<file path="src/sv/rws_pkg.sv">
// Shared constants, register codes and stage bundle types for the Ricker wavelet unit.
// No dependencies; every design file except rws_checker imports this package.
package rws_pkg;

   // Fixed-point constants
   localparam logic [31:0] PI_Q30         = 32'd3373259426;
   localparam logic [30:0] LOG2E_Q30      = 31'd1549082005;
   localparam logic [29:0] LN2_Q30        = 30'd744261118;
   localparam logic [30:0] ONE_Q30        = 31'h4000_0000;
   localparam logic [23:0] X_FLUSH        = 24'd753664;
   localparam logic [31:0] AMPLITUDE_INIT = 32'h0001_0000;
   localparam logic [37:0] SAT_POS_MAG    = 38'h00_7FFF_FFFF;
   localparam logic [37:0] SAT_NEG_MAG    = 38'h00_8000_0000;

   // Taylor terms of 2^-r
   localparam int TERMS = 12;

   // CSR map
   localparam int          CSR_AW        = 5;
   localparam logic [2:0]  REG_AMPLITUDE = 3'd0;
   localparam logic [2:0]  REG_START     = 3'd1;
   localparam logic [2:0]  REG_FINISH    = 3'd2;
   localparam logic [2:0]  REG_PEAK      = 3'd3;
   localparam logic [2:0]  REG_FREQUENCY = 3'd4;

   typedef struct packed {
      logic signed [31:0] amplitude;
      logic signed [31:0] start_time;
      logic signed [31:0] finish_time;
      logic signed [31:0] peak_delay;
      logic [31:0]        frequency;
   } rws_cfg_type;

   typedef struct packed {
      logic        valid;
      logic        in_window;
      logic        flush;
      logic [19:0] x16;
   } rws_front_type;

   typedef struct packed {
      logic        valid;
      logic        in_window;
      logic        flush;
      logic [19:0] x16;
      logic [30:0] e30;
   } rws_exp_type;

   typedef struct packed {
      logic               valid;
      logic               in_window;
      logic signed [31:0] wavelet_value;
   } rws_back_type;

endpackage

</file>
<file path="src/sv/rws_csr.sv">
// Configuration registers behind an APB-style port.
// Depends on rws_pkg for the register map and the rws_cfg_type bundle.
module rws_csr
   import rws_pkg::*;
(
   input  logic              clock,
   input  logic              reset,
   input  logic              csr_psel,
   input  logic              csr_penable,
   input  logic              csr_pwrite,
   input  logic [CSR_AW-1:0] csr_paddr,
   input  logic [31:0]       csr_pwdata,
   output logic [31:0]       csr_prdata,
   output logic              csr_pready,
   output rws_cfg_type       cfg
);

   rws_cfg_type cfg_ff;
   rws_cfg_type cfg_in;
   logic        wr_en;
   logic [2:0]  reg_sel;

   assign wr_en      = csr_psel & csr_penable & csr_pwrite;
   assign reg_sel    = csr_paddr[CSR_AW-1:2];
   assign csr_pready = 1'b1;
   assign cfg        = cfg_ff;

   always_comb begin
      cfg_in = cfg_ff;
      if (wr_en) begin
         unique case (reg_sel)
            REG_AMPLITUDE: cfg_in.amplitude   = csr_pwdata;
            REG_START:     cfg_in.start_time  = csr_pwdata;
            REG_FINISH:    cfg_in.finish_time = csr_pwdata;
            REG_PEAK:      cfg_in.peak_delay  = csr_pwdata;
            REG_FREQUENCY: cfg_in.frequency   = csr_pwdata;
            default:       cfg_in = cfg_ff;
         endcase
      end
   end

   always_comb begin
      unique case (reg_sel)
         REG_AMPLITUDE: csr_prdata = cfg_ff.amplitude;
         REG_START:     csr_prdata = cfg_ff.start_time;
         REG_FINISH:    csr_prdata = cfg_ff.finish_time;
         REG_PEAK:      csr_prdata = cfg_ff.peak_delay;
         REG_FREQUENCY: csr_prdata = cfg_ff.frequency;
         default:       csr_prdata = '0;
      endcase
   end

   always_ff @(posedge clock) begin
      if (reset) begin
         cfg_ff.amplitude   <= AMPLITUDE_INIT;
         cfg_ff.start_time  <= '0;
         cfg_ff.finish_time <= '0;
         cfg_ff.peak_delay  <= '0;
         cfg_ff.frequency   <= '0;
      end else begin
         cfg_ff <= cfg_in;
      end
   end

endmodule

</file>
<file path="config.mk">
export PLATFORM = sky130hd
export DESIGN_NAME = rws_csr
export DESIGN_NICKNAME = d
export VERILOG_FILES = /design/src/sv/rws_pkg.sv /design/src/sv/rws_csr.sv
export SDC_FILE = /design/constraint.sdc
export NUM_CORES = 1
export LEC_CHECK = 0
export ABC_AREA = 1
export BUFFER_PORTS_ARGS = -buffer_cell sky130_fd_sc_hd__buf_2
export CAP_MARGIN = 20
export CORE_MARGIN = 2
export CORE_UTILIZATION = 50
export CTS_BUF_LIST = sky130_fd_sc_hd__clkbuf_8
export CTS_CLUSTER_SIZE = 25
export DETAILED_ROUTE_END_ITERATION = 7
export PLACE_DENSITY = 0.78
export REMOVE_ABC_BUFFERS = 1
export SYNTH_ARGS = -nofsm -noshare
export SYNTH_HDL_FRONTEND = slang
export SYNTH_SLANG_ARGS = --single-unit
</file>
<file path="constraint.sdc">
create_clock -name clock -period 2.6 [get_ports clock]
set_input_delay 0.26 -clock clock [delete_from_list [all_inputs] [get_ports clock]]
set_output_delay 0.26 -clock clock [all_outputs]
set_load 0.05 [all_outputs]
</file>
==> results.toml <==
[routing]
drc_errors = 0
drt_iter0_markers = 623
avgRoutedWirePerCell_um = 14.2
first_pass_iters = 6
drt-total-wl_um = 24400
vias = 8493
via_per_inst = 4.94
drtAntennaViolNets = 0

[critical_path]
crit_path_end_kind = "output pin"
arrival_ns = 1.85
worst_setup_path_start_kind = "input pin"
path_class = "in2out"
required_ns = 2.34
worst-path-max-fanout = 37

[grt]
grt_antenna_before_repair = 0
grt_pass1_wl_um = 36800
grt_max_degree = 55
first_global_vias = 7311
grt_overflow = 0
track_usage = 0.279

[clock_tree]
cts_tree = "yes"
clk_pin_slew_worst_paths_ns = 0.08
clock_path_buffers = 2
root_buffer = "clkbuf_8"
postCtsSetupRepairBufs = 0
cts.sinks = 160
cts_resized = 0
postCtsHoldBufs = 0
numCtsBuffers = 17
clock_latency_ns = 0.45
htreeDepth = 4

[power_and_ir_drop]
power_leakage_nw = 4.90
power_mw = 4.96
power_density_mw_per_mm2 = 513
peakVddDrop_mv = 0.287

[logic_synthesis]
syn-cell-area_mm2 = 0.00799
yosysTopAreaCellShare = 0.401
ys_warn_count = 0
synth.top_cells.by_area = "dfxtp_1 (40%), nor2_1 (18%), nand2_1 (15%), nand3_1 (13%), inv_1 (5.1%)"
synth_top_cell_by_area = "dfxtp_1"
syn_area_per_cell_um2 = 6.17
ys_types = 20
synth_seq_area_share = 0.401
synthCells = 1294
ys_seq_elements = 160

[final_layout]
syn_to_final_growth_pct = 21.1
drive_gt1_frac = 0.209
largest_reg_flops = 160
diodes = 0
fillerInstances = 1627
finalNetCount = 1533

[placed_design]
place_congestion = 0.810
hpwl_um = 16200
portBuffers = 231

[floorplan]
io_pins = 235
initial_core_util = 0.506
die_x_um = 130
die_height_um = 130
coreArea_mm2 = 0.0158
rows = 46
die-area_mm2 = 0.0170

[timing]
final_period_minus_worst_setup_slack_ns = 2.11
hold_violations = 0
max_freq_mhz = 474
slew_violations = 0
rsz0062_at_grt = "no"
relSlewSlack = 0.600
finalClockSkew_ns = 0
worst_pin_slew_ns = 0.599
fin_setup_tns_ns = 0
finalSetupViolations = 0
period_share = 0.811

[flow_run]
maxCapViolations = 0

[outcome]
status = "completed"

[worst_hold_path]
hp-class = "in2reg"
## metal layers
layer	track usage	wire (um)	share of wire	vias to the layer above
met4	0.0970	410	0.017	0
met5	0	0	0	-
met3	0.0729	2080	0.086	36
li1	-	-	-	4321
met1	0.338	10100	0.42	3795
met2	0.482	11800	0.48	341
## Yosys cell counts
cell type and count:
nor2_1 393, nand2_1 323, nand3_1 202, dfxtp_1 160, inv_1 108, buf_4 24
buf_2 22, clkbuf_1 18, buf_1 16, nor2_4 6, inv_2 5, buf_6 4
nor2_2 4, nand3_4 3, conb_1 1, nand2_2 1, nand2_4 1, nand4_1 1
nor2_8 1, o21ai_0 1
## cells by family (layout without fill, tap and decap cells)
kind of cell	after synthesis	count (layout)	share of synthesized area
flops	160	160	0.401
other cells	1	1	0.000470
buf+inv	197	406	0.111
compound gates	1	1	0.000626
simple gates	935	935	0.487
## metrics by stage
stage                util  cell area (um^2)  std cells  setup slack [ns]  hold slack [ns]
detailed placement  0.588              9270       1688             0.529            0.486
CTS                 0.613              9670       1719             0.512           0.0173
global route        0.613              9670       1719             0.390           0.0469
finish              0.613              9670       1719             0.491           0.0434
floorplan               -              7520       1210             0.519            0.386
global placement    0.588              9270       1688             0.534            0.482
## critical path: stages
cell and delay [ns]:
buf_2 0.10, buf_4 0.47, nand3_4 0.12, inv_2 0.35, nand2_1 0.09, nand2_1 0.08, inv_1 0.04, nand2_1 0.05
buf_2 0.27
## cell usage in the layout, fill, tap and decap left out, drive strengths merged
master / synthesis / final
buf: 66 / 262
bufinv: 0 / 2
clkbuf: 18 / 19
clkinv: 0 / 6
clkinvlp: 0 / 3
conb: 1 / 1
dfxtp: 160 / 160
inv: 113 / 114
nand2: 325 / 325
nand3: 205 / 205
nand4: 1 / 1
nor2: 404 / 404
o21ai: 1 / 1
## layout make-up
class / instances / area, um^2 / share of cell area
Tap cell: 216 / 270 / 0.0280
Timing Repair Buffer: 262 / 1450 / 0.150
Clock inverter: 12 / 136 / 0.0141
Multi-Input combinational cell: 937 / 3920 / 0.405
Clock buffer: 19 / 262 / 0.0270
Sequential cell: 160 / 3200 / 0.331
Inverter: 113 / 429 / 0.0444
## power by group
part | leakage, nW | internal, mW | total, mW | switching [mW]
clock network | 0.194 | 0.903 | 1.85 | 0.949
registers | 1.29 | 2.48 | 2.50 | 0.0231
logic | 3.41 | 0.148 | 0.601 | 0.454
total | 4.90 | 3.53 | 4.96 | 1.43
## final timing paths
path / from / endpoint / slack (ns) / cells past startpoint
hold reg to reg: cfg[115] / cfg[115] / 0.50 / 2
setup / recovery: csr_paddr[3] / csr_prdata[6] / 0.49 / 9
hold / removal: csr_pwdata[16] / cfg[144] / 0.04 / 3
setup reg to reg: cfg[80] / cfg[80] / 1.98 / 2
No activity file was read; power rests on OpenSTA's default activity.
